==> src/rtl/core/pf_pkg.sv <==
// shared types, constants and helpers for the playfair encryptor
package pf_pkg;

    localparam int SQUARE_SIDE = 5;
    localparam int CELLS       = SQUARE_SIDE * SQUARE_SIDE;
    localparam int LETTERS     = 26;

    typedef logic [4:0] letter_t;
    typedef logic [4:0] cell_t;
    typedef logic [2:0] coord_t;

    localparam letter_t IDX_I = 5'd8;
    localparam letter_t IDX_J = 5'd9;
    localparam letter_t IDX_X = 5'd23;

    localparam logic [7:0] ASCII_UC_A = 8'h41;
    localparam logic [7:0] ASCII_UC_Z = 8'h5A;
    localparam logic [7:0] ASCII_LC_A = 8'h61;
    localparam logic [7:0] ASCII_LC_Z = 8'h7A;
    localparam logic [7:0] ASCII_CASE = 8'h20;
    localparam logic [6:0] LETTER_BASE = 7'h41;

    typedef enum logic [1:0] {
        REQ_KEY_BYTE  = 2'd0,
        REQ_KEY_END   = 2'd1,
        REQ_TEXT_BYTE = 2'd2,
        REQ_TEXT_END  = 2'd3
    } req_type_t;

    typedef enum logic [2:0] {
        ST_IDLE,
        ST_FILL,
        ST_POS_A,
        ST_POS_B,
        ST_CELL_X,
        ST_CELL_Y,
        ST_OUT_X,
        ST_OUT_Y
    } state_t;

    // placement request into the key store
    typedef struct packed {
        logic    clear;
        logic    place;
        letter_t idx;
    } ks_req_t;

    typedef struct packed {
        logic    ok;
        letter_t idx;
    } norm_t;

    // upper-case, fold j onto i, flag non-letters
    function automatic norm_t norm_letter(logic [7:0] b);
        logic [7:0] v;
        norm_t      n;
        v = b;
        if (v >= ASCII_LC_A && v <= ASCII_LC_Z) begin
            v = v - ASCII_CASE;
        end
        n.ok  = (v >= ASCII_UC_A) && (v <= ASCII_UC_Z);
        n.idx = 5'(v - ASCII_UC_A);
        if (n.idx == IDX_J) begin
            n.idx = IDX_I;
        end
        return n;
    endfunction

endpackage

==> src/rtl/core/pf_keystore.sv <==
// key square, letter positions, used flags and fill count
module pf_keystore
    import pf_pkg::*;
(
    input  logic    aclk,
    input  logic    aresetn,
    input  ks_req_t req,
    input  letter_t pos_addr,
    output cell_t   pos_data,
    input  cell_t   cell_addr,
    output letter_t cell_data
);

    letter_t              key_square_reg      [CELLS];
    cell_t                letter_position_reg [LETTERS];
    logic [LETTERS-1:0]   used_reg;
    logic [LETTERS-1:0]   used_next;
    logic [4:0]           fill_reg;
    logic [4:0]           fill_next;
    logic [LETTERS-1:0]   used_eff;
    logic [4:0]           fill_eff;
    logic                 do_place;

    // a new key clears the flags in the same cycle its first letter lands
    always_comb begin
        used_eff  = req.clear ? '0 : used_reg;
        fill_eff  = req.clear ? '0 : fill_reg;
        do_place  = req.place && !used_eff[req.idx] && (fill_eff < 5'(CELLS));
        used_next = used_eff;
        fill_next = fill_eff;
        if (do_place) begin
            used_next[req.idx] = 1'b1;
            fill_next          = fill_eff + 5'd1;
        end
    end

    always_ff @(posedge aclk) begin
        if (!aresetn) begin
            used_reg <= '0;
            fill_reg <= '0;
        end else begin
            used_reg <= used_next;
            fill_reg <= fill_next;
        end
    end

    always_ff @(posedge aclk) begin
        if (do_place) begin
            key_square_reg[fill_eff]       <= req.idx;
            letter_position_reg[req.idx]   <= fill_eff;
        end
    end

    assign pos_data  = letter_position_reg[pos_addr];
    assign cell_data = key_square_reg[cell_addr];

endmodule

==> src/rtl/core/pf_cell_unit.sv <==
// shared row/column rule unit: picks the cipher cell for either letter of a pair
module pf_cell_unit
    import pf_pkg::*;
(
    input  cell_t pos_a,
    input  cell_t pos_b,
    input  logic  sel_second,
    output cell_t cell_idx
);

    function automatic coord_t pos_row(cell_t pos);
        coord_t row;
        row = '0;
        for (int r = 1; r < SQUARE_SIDE; r++) begin
            if (pos >= 5'(r * SQUARE_SIDE)) begin
                row = 3'(r);
            end
        end
        return row;
    endfunction

    function automatic coord_t wrap_inc(coord_t v);
        return (v == 3'(SQUARE_SIDE - 1)) ? '0 : v + 3'd1;
    endfunction

    coord_t r1, c1, r2, c2;
    coord_t r_sel, c_sel;
    coord_t row_o, col_o;

    always_comb begin
        r1    = pos_row(pos_a);
        r2    = pos_row(pos_b);
        c1    = 3'(pos_a - 5'(r1 * SQUARE_SIDE));
        c2    = 3'(pos_b - 5'(r2 * SQUARE_SIDE));
        r_sel = sel_second ? r2 : r1;
        c_sel = sel_second ? c2 : c1;
        if (r1 == r2) begin
            row_o = r_sel;
            col_o = wrap_inc(c_sel);
        end else if (c1 == c2) begin
            row_o = wrap_inc(r_sel);
            col_o = c_sel;
        end else begin
            // rectangle: keep own row, take the partner's column
            row_o = r_sel;
            col_o = sel_second ? c1 : c2;
        end
        cell_idx = 5'(row_o * SQUARE_SIDE) + 5'(col_o);
    end

endmodule

==> src/rtl/core/playfair_cipher_encrypt_core.sv <==
// playfair 5x5 encryptor top level: sequencer over one key store and one cell unit
// keyword byte: placed while idle; keyword end: a sweep over the alphabet fills the square
// pair-completing text word: reads both positions, then both cipher cells, shows the first
// cipher letter and, once taken, the second, then ready again; set by the single position and
// square read ports; other text words keep it idle; results wait in place while m_ready is low
// synchronous reset clears the used flags, fill count, pending pair and ready flag at once
module playfair_cipher_encrypt_core
    import pf_pkg::*;
(
    input  logic       aclk,
    input  logic       aresetn,
    input  logic       s_valid,
    output logic       s_ready,
    input  logic [1:0] s_req_type,
    input  logic [7:0] s_data_byte,
    output logic       m_valid,
    input  logic       m_ready,
    output logic [6:0] m_cipher_letter,
    output logic       m_last
);

    state_t    state_reg, state_next;
    logic      square_ready_reg, square_ready_next;
    logic      pending_valid_reg, pending_valid_next;
    letter_t   pending_letter_reg, pending_letter_next;
    letter_t   k_reg, k_next;
    letter_t   a_reg, a_next;
    letter_t   b_reg, b_next;
    logic      last_reg, last_next;
    cell_t     pa_reg, pa_next;
    cell_t     pb_reg, pb_next;
    letter_t   x_reg, x_next;
    letter_t   y_reg, y_next;

    logic      s_accept;
    req_type_t req;
    norm_t     norm;
    logic      start_fill;
    logic      start_pair;

    ks_req_t   ks_req;
    letter_t   pos_addr;
    cell_t     pos_data;
    cell_t     cell_addr;
    letter_t   cell_data;
    logic      cell_sel;

    pf_keystore u_keystore (
        .aclk      (aclk),
        .aresetn   (aresetn),
        .req       (ks_req),
        .pos_addr  (pos_addr),
        .pos_data  (pos_data),
        .cell_addr (cell_addr),
        .cell_data (cell_data)
    );

    pf_cell_unit u_cell_unit (
        .pos_a      (pa_reg),
        .pos_b      (pb_reg),
        .sel_second (cell_sel),
        .cell_idx   (cell_addr)
    );

    assign s_accept = s_valid && s_ready;
    assign req      = req_type_t'(s_req_type);
    assign norm     = norm_letter(s_data_byte);

    always_comb begin
        start_fill = (req == REQ_KEY_END) && !square_ready_reg;
        start_pair = square_ready_reg && pending_valid_reg &&
                     (((req == REQ_TEXT_BYTE) && norm.ok) || (req == REQ_TEXT_END));
    end

    // next state
    always_comb begin
        state_next = state_reg;
        unique case (state_reg)
            ST_IDLE: begin
                if (s_accept && start_fill) begin
                    state_next = ST_FILL;
                end else if (s_accept && start_pair) begin
                    state_next = ST_POS_A;
                end
            end
            ST_FILL: begin
                if (k_reg == 5'(LETTERS - 1)) begin
                    state_next = ST_IDLE;
                end
            end
            ST_POS_A:  state_next = ST_POS_B;
            ST_POS_B:  state_next = ST_CELL_X;
            ST_CELL_X: state_next = ST_CELL_Y;
            ST_CELL_Y: state_next = ST_OUT_X;
            ST_OUT_X: begin
                if (m_ready) begin
                    state_next = ST_OUT_Y;
                end
            end
            ST_OUT_Y: begin
                if (m_ready) begin
                    state_next = ST_IDLE;
                end
            end
            default:   state_next = ST_IDLE;
        endcase
    end

    // outputs and unit controls
    always_comb begin
        s_ready         = (state_reg == ST_IDLE);
        m_valid         = (state_reg == ST_OUT_X) || (state_reg == ST_OUT_Y);
        m_cipher_letter = 7'((state_reg == ST_OUT_Y) ? y_reg : x_reg) + LETTER_BASE;
        m_last          = (state_reg == ST_OUT_Y) && last_reg;
        pos_addr        = (state_reg == ST_POS_B) ? b_reg : a_reg;
        cell_sel        = (state_reg == ST_CELL_Y);
        ks_req          = '0;
        if (state_reg == ST_IDLE && s_accept && req == REQ_KEY_BYTE) begin
            ks_req.clear = square_ready_reg;
            ks_req.place = norm.ok;
            ks_req.idx   = norm.idx;
        end else if (state_reg == ST_FILL) begin
            ks_req.place = (k_reg != IDX_J);
            ks_req.idx   = k_reg;
        end
    end

    // datapath
    always_comb begin
        square_ready_next   = square_ready_reg;
        pending_valid_next  = pending_valid_reg;
        pending_letter_next = pending_letter_reg;
        k_next              = k_reg;
        a_next              = a_reg;
        b_next              = b_reg;
        last_next           = last_reg;
        pa_next             = pa_reg;
        pb_next             = pb_reg;
        x_next              = x_reg;
        y_next              = y_reg;
        case (state_reg)
            ST_IDLE: begin
                if (s_accept) begin
                    case (req)
                        REQ_KEY_BYTE: begin
                            if (square_ready_reg) begin
                                square_ready_next   = 1'b0;
                                pending_valid_next  = 1'b0;
                                pending_letter_next = '0;
                            end
                        end
                        REQ_KEY_END: begin
                            if (start_fill) begin
                                k_next              = '0;
                                pending_valid_next  = 1'b0;
                                pending_letter_next = '0;
                            end
                        end
                        REQ_TEXT_BYTE: begin
                            if (square_ready_reg && norm.ok) begin
                                if (!pending_valid_reg) begin
                                    pending_letter_next = norm.idx;
                                    pending_valid_next  = 1'b1;
                                end else begin
                                    a_next    = pending_letter_reg;
                                    last_next = 1'b0;
                                    if (norm.idx == pending_letter_reg) begin
                                        // doubled letter: x goes in, the letter opens the next pair
                                        b_next = IDX_X;
                                    end else begin
                                        b_next              = norm.idx;
                                        pending_valid_next  = 1'b0;
                                        pending_letter_next = '0;
                                    end
                                end
                            end
                        end
                        REQ_TEXT_END: begin
                            if (start_pair) begin
                                a_next              = pending_letter_reg;
                                b_next              = IDX_X;
                                last_next           = 1'b1;
                                pending_valid_next  = 1'b0;
                                pending_letter_next = '0;
                            end
                        end
                        default: ;
                    endcase
                end
            end
            ST_FILL: begin
                k_next = k_reg + 5'd1;
                if (k_reg == 5'(LETTERS - 1)) begin
                    square_ready_next = 1'b1;
                end
            end
            ST_POS_A:  pa_next = pos_data;
            ST_POS_B:  pb_next = pos_data;
            ST_CELL_X: x_next  = cell_data;
            ST_CELL_Y: y_next  = cell_data;
            default: ;
        endcase
    end

    always_ff @(posedge aclk) begin
        if (!aresetn) begin
            state_reg          <= ST_IDLE;
            square_ready_reg   <= 1'b0;
            pending_valid_reg  <= 1'b0;
            pending_letter_reg <= '0;
            k_reg              <= '0;
        end else begin
            state_reg          <= state_next;
            square_ready_reg   <= square_ready_next;
            pending_valid_reg  <= pending_valid_next;
            pending_letter_reg <= pending_letter_next;
            k_reg              <= k_next;
        end
    end

    always_ff @(posedge aclk) begin
        a_reg    <= a_next;
        b_reg    <= b_next;
        last_reg <= last_next;
        pa_reg   <= pa_next;
        pb_reg   <= pb_next;
        x_reg    <= x_next;
        y_reg    <= y_next;
    end

endmodule

==> config.mk <==
export PLATFORM = sky130hd
export DESIGN_NAME = playfair_cipher_encrypt_core
export DESIGN_NICKNAME = d
export VERILOG_FILES = /design/src/rtl/core/pf_pkg.sv /design/src/rtl/core/pf_keystore.sv /design/src/rtl/core/pf_cell_unit.sv /design/src/rtl/core/playfair_cipher_encrypt_core.sv
export SDC_FILE = /design/constraint.sdc
export NUM_CORES = 1
export LEC_CHECK = 0
export BUFFER_PORTS_ARGS = -buffer_cell sky130_fd_sc_hd__buf_2
export CAP_MARGIN = 10
export CORE_MARGIN = 1
export CORE_UTILIZATION = 35
export DETAILED_ROUTE_END_ITERATION = 12
export GPL_TIMING_DRIVEN = 1
export PLACE_DENSITY = 0.57
export RECOVER_POWER = 50
export SLEW_MARGIN = 40
export SYNTH_ARGS = -nofsm -noshare
export SYNTH_HDL_FRONTEND = slang
export SYNTH_SLANG_ARGS = --single-unit
==> constraint.sdc <==
create_clock -name aclk -period 8.3 [get_ports aclk]
set_input_delay 1.66 -clock aclk [delete_from_list [all_inputs] [get_ports aclk]]
set_output_delay 1.66 -clock aclk [all_outputs]
set_load 0.005 [all_outputs]
==> results, run 1 <==
- The run finished, with violations left.
- The final reports fail on capacitance limit, slew limit.
- Internal power comes to 4.09 mW.
- The die covers 0.0450 mm2.
- The repair_antennas step left the layout with diodes totalling 0.
- Once detailed placement completed, the half-perimeter wirelength came to 23400 um.
- The clock period could shrink to 6.57 ns.
- The leading register cell type out of synthesis is sky130_fd_sc_hd__edfxtp_1.
- For this run, the post-layout net count is 1138.
- Counting cells, the worst reg-to-reg path comes to 20.
- The CTS tree is done.
- In this run the post-CTS setup repair buffer count came out at 0.
- Data arrives at the worst endpoint at 6.74 ns.
- The number of primary I/O pins is 24.
- The terminating pin of the worst hold path is u_keystore.used_reg[15]$_SDFF_PN0_.
- For this design, the sink count on the clock tree is 332.
- Walking the worst path, the cells encountered are clkbuf_1, inv_1, ha_1, o31ai_1, a311oi_1, clkbuf_1, nor2_1, inv_1, mux2i_1, o311a_1, nand4_1, buf_4, nor2_2, buf_4, and3_1.
- The final max-slew violation count was 62.
- The library cell occupying the most area in the post-synthesis netlist is sky130_fd_sc_hd__edfxtp_1.
- Across all hold checks on the routed design, the worst slack comes to 0.464 ns.
- The count of warnings emitted by yosys is 0.
- The element type at the critical path end is a register.
- The most critical setup path has its startpoint at s_data_byte[0].
- The number of inserted filler cells in the final layout is 4002.
- The net count of the mapped netlist is 1131.
- The top cell type's share of synthesized area is 55.6%.
- Dividing the final minimum period by the clock period gives 79.1%.
- The launch instance of the worst min-delay path is u_keystore.used_reg[15]$_SDFF_PN0_.
- The power density over the cells is 379 mW/mm2.
- The initial detailed-routing violation count is 694.
- The total of hold buffers inserted after clock tree synthesis is 0.
- Clock-pin slew was measured on the worst setup and hold paths at 0.06 ns.
- Setup violations remaining at the end of the flow were counted as 0.
- Setup repair after global routing left no endpoint under its margin.
- The longest clock path from root to sink contains 3 buffers.
- In this run, synthesis inferred 286 flip-flops with an integrated enable.
- The endpoint of the lowest-slack register-to-register path is x_reg[2]$_DFFE_PP_.
- The overall fraction of global-route tracks in use is 15.7%.
- The via count is 9220.
- The worst hold path stage count is 2.
- Based on the critical path, the design can be clocked at up to 152 MHz.
- The number of flip-flops under the largest register name is 130.
- The count of endpoints failing hold in the final timing report is 0.
- The post-detailed-route count of antenna-violating nets is 0.
- CTS built an H-tree with a depth of 2.
- The maximum fanout along the worst path is 33.
- The worst setup skew after layout is 0.0182 ns.
- The number of buffers added by the clock tree synthesis step is 34.
- Per report_power, the combinational group accounts for 45.9% of the total.
- The worst setup path is of the in2reg kind.
- The final sum of negative setup slack is 0 ns.
- The area inside the core boundary is 0.0433 mm2.
- The transition time of the tightest slew-check pin is 3.15 ns.
- Clock latency on the worst-skew pair, taken at its later pin, is 0.52 ns.
- Counting flops and latches in the post-synthesis netlist gives 332.
- In the post-synthesis netlist, the biggest area contributors are sky130_fd_sc_hd__edfxtp_1, sky130_fd_sc_hd__mux4_2, sky130_fd_sc_hd__dfxtp_1.
- The largest stage delay on the critical path is 0.70 ns.
- In this run the vertical extent of the chip is 212 um.
- The pin count of the biggest net entering global routing is 36.
- In this run the clock root is driven by a sky130_fd_sc_hd__clkbuf_16.
- In the routed layout, each cell is associated on average with a via count of 5.40.
- The sequential group share of total power is 31.3%.
- The kind of launch point of the worst setup path is an input port.
- The area of placed instances is 0.0162 mm2.
- The via count of the first global-routing pass was 9155.
- The min-delay analysis places its worst path in the category reg2reg.
- The clock network power share is 22.8%.
- The initial utilization of the core area, before any placement, comes to 35.7%.
- The net switching component of the power is 2.43 mW.
- The internal reg-to-reg setup slack is 1.75 ns.
- The area growth from synthesis to layout is 11.5%.
- The first global-routing pass estimated 53900 um of wire.
- The number of distinct library cell variants in the gate-level netlist after synthesis is 84.
- The post-synthesis cell count is 1089.
- After synthesis, the mean cell area works out to 14.2 um2.
- The required arrival time at the worst endpoint is 8.47 ns.
- The share of total power consumed by net switching is 37.3%.
- The routed length per instance is 20.2 um.
- For this run, asynchronously set or reset flops after synthesis account for 0%.
- Global routing finished with a remaining overflow of 0.
- At the end of routability-driven placement, the weighted congestion stood at 0.867.
- The post-route cell area is 0.0172 mm2.
- The count of maximum capacitance violations is 2.
- Summed over all cells, the static leakage comes to 5.95 nW.
- Row generation in the floorplan step produced 76 rows.
- The number of gates resized after cts is 0.
- After detailed routing, the number of remaining DRC violations is 0.
- In this run the tool buffered the top-level ports with 22 buffer cells.
- The slowest stage of the critical path is the sky130_fd_sc_hd__inv_1 cell.
- The die width is 212 um.
- For this run, the register share of the synthesized area comes to 61.6%.
- The initial antenna violation count was 0.
- The reg-to-reg startpoint is pa_reg[3]$_DFFE_PP_.
- The area of the mapped netlist is 0.0154 mm2.
- The post-route netlist has 16.9% of its cells at a drive strength greater than 1.
- The overall routed net length is 34500 um.
- In this run the tightest slew margin relative to its limit is -112%.
- The number of iterations in the first detailed-routing pass is 5.
- IR analysis of the VDD net gives a maximum drop of 0.000327 V.
==> metal layers <==
metal | share of wire (%) | wire length [um] | vias to the layer above | track usage, %
met5 | 0 | 0 | - | 0
met4 | 2.4 | 832 | 0 | 4.85
met3 | 4.8 | 1650 | 51 | 2.41
met2 | 47 | 16200 | 243 | 25.1
met1 | 46 | 15800 | 4638 | 21.9
li1 | - | - | 4288 | -
==> cell type report <==
type	instances	area [um2]	area share [%]
Sequential cell	332	9510	55.2
Multi-Input combinational cell	652	5560	32.3
Clock buffer	44	941	5.46
Tap cell	585	732	4.25
Timing Repair Buffer	36	195	1.13
Inverter	40	150	0.872
Clock inverter	17	141	0.821
==> cell usage after synthesis (10+ instances only) <==
master	number
sky130_fd_sc_hd__mux2_2	13
sky130_fd_sc_hd__o2111a_1	10
sky130_fd_sc_hd__o211ai_1	14
sky130_fd_sc_hd__nand2_1	95
sky130_fd_sc_hd__clkbuf_1	32
sky130_fd_sc_hd__nor2_1	39
sky130_fd_sc_hd__nand3_1	24
sky130_fd_sc_hd__dfxtp_1	46
sky130_fd_sc_hd__xnor2_1	18
sky130_fd_sc_hd__a21oi_1	27
sky130_fd_sc_hd__ha_1	25
sky130_fd_sc_hd__edfxtp_1	286
sky130_fd_sc_hd__o31ai_1	20
sky130_fd_sc_hd__xor2_1	11
sky130_fd_sc_hd__o21ai_0	38
sky130_fd_sc_hd__a32o_1	21
sky130_fd_sc_hd__nor3_1	34
sky130_fd_sc_hd__mux2i_1	25
sky130_fd_sc_hd__buf_2	17
sky130_fd_sc_hd__a211oi_1	14
sky130_fd_sc_hd__inv_1	37
sky130_fd_sc_hd__mux4_2	60
sky130_fd_sc_hd__and3_1	28
==> per-stage QoR <==
step | cells | utilization [%] | total power, mW | setup slack [ns]
floorplan | 1089 | - | 4.26 | 2.52
global placement | 1645 | 37.2 | 5.01 | 1.87
detailed placement | 1645 | 37.3 | 5.08 | 1.80
CTS | 1706 | 39.8 | 6.57 | 1.76
global route | 1706 | 39.8 | 6.91 | 1.21
finish | 1706 | 39.8 | 6.52 | 1.73
==> worst max-delay path, delay by kind of cell <==
kind / cells / cell delay [ns]
buffers and inverters: 6 / 1.98
and+or+nand+nor: 4 / 1.59
AOI/OAI and AO/OA: 3 / 0.79
muxes: 1 / 0.40
adders and majority gates: 1 / 0.32
==> cells by family (layout without fill, tap and decap cells) <==
family / after synthesis / in the layout / share of synthesized area (%)
other cells: 1 / 1 / 0.0243
mux: 99 / 99 / 11.4
xor+xnor: 29 / 29 / 1.64
compound gates: 211 / 211 / 10.6
fa+ha+maj: 28 / 28 / 2.41
simple gates: 284 / 284 / 9.32
buf+inv: 105 / 137 / 3.09
flops: 332 / 332 / 61.6
==> cells in the final DEF (no fill, tap or decap), types with 17 or more instances in the layout <==
cell type / n
sky130_fd_sc_hd__mux2i_1: 22
sky130_fd_sc_hd__buf_2: 18
sky130_fd_sc_hd__a21oi_1: 27
sky130_fd_sc_hd__clkbuf_16: 36
sky130_fd_sc_hd__o31ai_1: 20
sky130_fd_sc_hd__and3_1: 28
sky130_fd_sc_hd__edfxtp_1: 286
sky130_fd_sc_hd__o21ai_0: 37
sky130_fd_sc_hd__inv_1: 38
sky130_fd_sc_hd__nor2_1: 39
sky130_fd_sc_hd__nor3_1: 27
sky130_fd_sc_hd__ha_1: 23
sky130_fd_sc_hd__dfxtp_1: 46
sky130_fd_sc_hd__a32o_1: 21
sky130_fd_sc_hd__mux4_2: 60
sky130_fd_sc_hd__nand3_1: 25
sky130_fd_sc_hd__nand2_1: 95
sky130_fd_sc_hd__xnor2_1: 17
==> how the worst max path moves through the flow <==
stage               slack [ns]  cells after the start                                    endpoint
finish                    1.73                     15  u_keystore.key_square_reg[22][0]$_DFFE_PP_
global route              1.21                     20                          y_reg[2]$_DFFE_PP_
CTS                       1.76                     20                          y_reg[2]$_DFFE_PP_
detailed placement        1.80                     20                          x_reg[2]$_DFFE_PP_
global placement          1.87                     20                          x_reg[4]$_DFFE_PP_
floorplan                 2.52                     22                          x_reg[0]$_DFFE_PP_
==> power by group through the flow <==
stage / clock network [mW] / registers, mW / logic [mW]
4_1_cts: 1.52 / 2.04 / 3.00
6_report: 1.49 / 2.04 / 2.99
3_5_place_dp: 0 / 2.08 / 3.00
2_1_floorplan: 0 / 2.04 / 2.22
5_1_grt: 1.58 / 2.05 / 3.28
3_3_place_gp: 0 / 2.08 / 2.93
(Power assumes the default switching activity.)
==> run 2: changes to the inputs <==
PLACE_DENSITY = 0.59   (was 0.57)
clock period = 5.3 ns   (was 8.3 ns; I/O delays follow)
==> run 2 against run 1 <==
  * The run ends with capacitance limit, slew limit, setup timing left
  * Clock power increased by 56%
  * Sequential cell count unchanged
  * First-iteration DRC count shrank 6.8%
  * Critical path depth up 7
  * Non-clock buffer count up 83
  * Design area rose by 4.2%
  * Register-to-register slack worse by 1.8 ns
==> results, run 2 (synthesis gave the netlist of run 1 again) <==
- Run status: finished, violations left (unchanged).
- Failing checks: capacitance limit, slew limit, setup timing (was capacitance limit, slew limit).
- The number of rows in the core area is 76 (unchanged).
- The clock input transition at the sequential cells of the worst setup and hold paths is 0.06 ns (about the same).
- The required arrival time at the worst endpoint was 5.60 ns (was 8.47 ns).
- The overall fraction of global-route tracks in use is 15.5% (was 15.7%).
- The global-route congestion overflow total is 0 (unchanged).
- The number of flip-flops under the largest register name is 130 (unchanged).
- The routability congestion estimate is 0.871 (was 0.867).
- The overall die height is 212 um (unchanged).
- The starting density of the core is 35.7% (unchanged).
- The post-detailed-route via-to-cell ratio came to 5.29 (was 5.40).
- The number of nets in the layout came to 1218 (was 1138).
- The final antenna diode count was 0 (unchanged).
- The final core utilization is 41.5% (was 39.8%).
- The estimated wirelength of the detail-placed design is 23400 um (about the same).
- The minimum setup slack after placement was -0.222 ns (was 1.80 ns).
- The leading cell type in the layout, fill and taps excluded is sky130_fd_sc_hd__edfxtp_1 (unchanged).
- The final routed DRC violation total is 0 (unchanged).
- The initial detailed-routing violation count was 647 (was 694).
- The overall routed net length was 33900 um (was 34500 um).
- The power density over the cells is 624 mW/mm2 (was 379 mW/mm2).
- The total of endpoints with negative setup slack in the final report is 6 (was 0).
- The fraction of final layout cells sized beyond drive strength 1 is 23.5% (was 16.9%).
- The kind of launch point of the worst setup path was a register (was input port).
- The clock latency reported for the late side of the worst-skew pair was 0.57 ns (was 0.52 ns).
- The final sum of negative setup slack is -0.0668 ns (was 0 ns).
- The element type at the critical path end is a register (unchanged).
- The post-detailed-route count of antenna-violating nets is 0 (unchanged).
- The pin count of the biggest net entering global routing is 36 (unchanged).
- The count of maximum capacitance violations is 1 (was 2).
- The minimum period implied by the final worst setup slack is 5.32 ns.
- The transition time of the tightest slew-check pin came to 1.83 ns (was 3.15 ns).
- The top metal layer carrying routed signals is met4 (unchanged).
- The initial antenna violation count is 0 (unchanged).
- The via count of the first global-routing pass came to 9705 (was 9155).
- RSZ-0062 raised after global routing: true (was false).
- The H-tree depth is 1 (was 2).
- The cell at the root of the clock tree is sky130_fd_sc_hd__clkbuf_16 (unchanged).
- The area of placed instances came to 0.0169 mm2 (was 0.0162 mm2).
- The area inside the core boundary came to 0.0433 mm2 (unchanged).
- The maximum fanout along the worst path came to 10 (was 33).
- The via count is 9441 (was 9220).
- The post-route worst setup slack came to -0.0199 ns (was 1.73 ns).
- The total of hold buffers inserted after clock tree synthesis is 0 (unchanged).
- The layout overhead on the synthesized area is 16.2% (was 11.5%).
- The number of primary I/O pins is 24 (unchanged).
- The maximum number of buffers from clock root to sink is 3 (unchanged).
- The leakage power figure came to 6.37 nW (was 5.95 nW).
- The final max-slew violation count is 26 (was 62).
- The number of iterations in the first detailed-routing pass is 5 (unchanged).
- The die width is 212 um (unchanged).
- The first-pass GRT wire length is 54500 um (was 53900 um).
- The met2 wire length is 16300 um (was 16200 um).
- The detailed-routed wire length on met3 is 1430 um (was 1650 um).
- The maximum resistive drop on vdd is 0.000547 V (was 0.000327 V).
- The number of buffers added by the clock tree synthesis step was 31 (was 34).
- The count of buffers from port buffering is 22 (unchanged).
- The worst min-delay path category is reg2reg (unchanged).
- The type of the worst setup path is reg2reg (was in2reg).
- Based on the critical path, the design can be clocked at up to 188 MHz.
- The detailed-route wire length on metal 1 is 15500 um (was 15800 um).
- The count of endpoints failing hold in the final timing report is 0 (unchanged).
- The number of sinks driven by the clock tree came to 332 (unchanged).
- The worst slew slack as a fraction of its limit is -22.6% (was -112%).
- The worst setup skew after layout is 0.0202 ns (was 0.0182 ns).
- The post-route cell area was 0.0180 mm2 (was 0.0172 mm2).
- Of the available clock period, the critical path in the final layout requires 100%.
- The routed length per instance is 19.0 um (was 20.2 um).
- The CTS tree is done (unchanged).
- Highest-count cells in the layout ignoring fill and taps: sky130_fd_sc_hd__edfxtp_1, sky130_fd_sc_hd__nand2_1, sky130_fd_sc_hd__buf_4 (was sky130_fd_sc_hd__edfxtp_1, sky130_fd_sc_hd__nand2_1, sky130_fd_sc_hd__mux4_2).
- The arrival time reported for the critical path endpoint was 5.62 ns (was 6.74 ns).
- The floorplan die area is 0.0450 mm2 (unchanged).
## run 2: layer usage
layer	vias to the layer above	track usage, %
met4	0	4.32
met1	4746	21.3
met5	-	0
met2	193	26.0
li1	4457	-
met3	45	1.89
## run 2: repair_timing
item | 4_1_cts | 5_1_grt
gates resized for setup | 8 | 4
setup endpoints to repair | 10 | 10
buffers inserted | 2 | 1
hold endpoints to repair | 0 | 0
pin swaps | 2 | 8
## run 2: worst max-delay path, cell delays in order, from the launching register on
cell                        delay, ns
sky130_fd_sc_hd__edfxtp_1        0.48
sky130_fd_sc_hd__nand2b_4        0.12
sky130_fd_sc_hd__mux2i_2         0.07
sky130_fd_sc_hd__a22oi_2         0.22
sky130_fd_sc_hd__inv_1           0.07
sky130_fd_sc_hd__ha_1            0.21
sky130_fd_sc_hd__fa_2            0.37
sky130_fd_sc_hd__a211o_1         0.29
sky130_fd_sc_hd__a211oi_2        0.27
sky130_fd_sc_hd__o2111ai_4       0.18
sky130_fd_sc_hd__buf_6           0.17
sky130_fd_sc_hd__o31ai_2         0.19
sky130_fd_sc_hd__ha_1            0.27
sky130_fd_sc_hd__ha_1            0.31
sky130_fd_sc_hd__ha_1            0.29
sky130_fd_sc_hd__a21o_1          0.18
sky130_fd_sc_hd__a21oi_4         0.17
sky130_fd_sc_hd__xor2_2          0.11
sky130_fd_sc_hd__or4_4           0.46
sky130_fd_sc_hd__buf_12          0.16
sky130_fd_sc_hd__o2111a_1        0.13
sky130_fd_sc_hd__a211oi_2        0.22
sky130_fd_sc_hd__o31ai_2         0.10
## run 2: final cells by class
type	count	area, um2
Fill cell	3971	25300
Clock inverter	24	287
Tap cell	585	732
Inverter	40	150
Timing Repair Buffer	119	837
Sequential cell	332	9510
Multi-Input combinational cell	652	5650
Clock buffer	34	787
## run 2: per-stage QoR
step	instances	hold slack, ns	total power [mW]
CTS	1785	0.466	11.2
finish	1786	0.466	11.2
floorplan	1089	0.419	6.92
detailed placement	1725	0.448	8.68
global placement	1724	0.435	8.60
global route	1786	0.478	11.8
## run 2: final timing paths
path                                                         start                            endpoint  slack, ns  depth (start not counted)
worst max-delay path                           pb_reg[3]$_DFFE_PP_                  y_reg[0]$_DFFE_PP_      -0.02                         22
worst min-delay path            u_keystore.used_reg[23]$_SDFF_PN0_  u_keystore.used_reg[23]$_SDFF_PN0_       0.47                          1
worst min register to register  u_keystore.used_reg[23]$_SDFF_PN0_  u_keystore.used_reg[23]$_SDFF_PN0_       0.47                          1
worst max register to register                 pb_reg[3]$_DFFE_PP_                  y_reg[0]$_DFFE_PP_      -0.02                         22
## run 2: power breakdown
group          internal (mW)  switching, mW
Combinational           2.51           3.21
Clock                   1.37          0.950
Sequential              3.11         0.0469
Total                   6.99           4.21
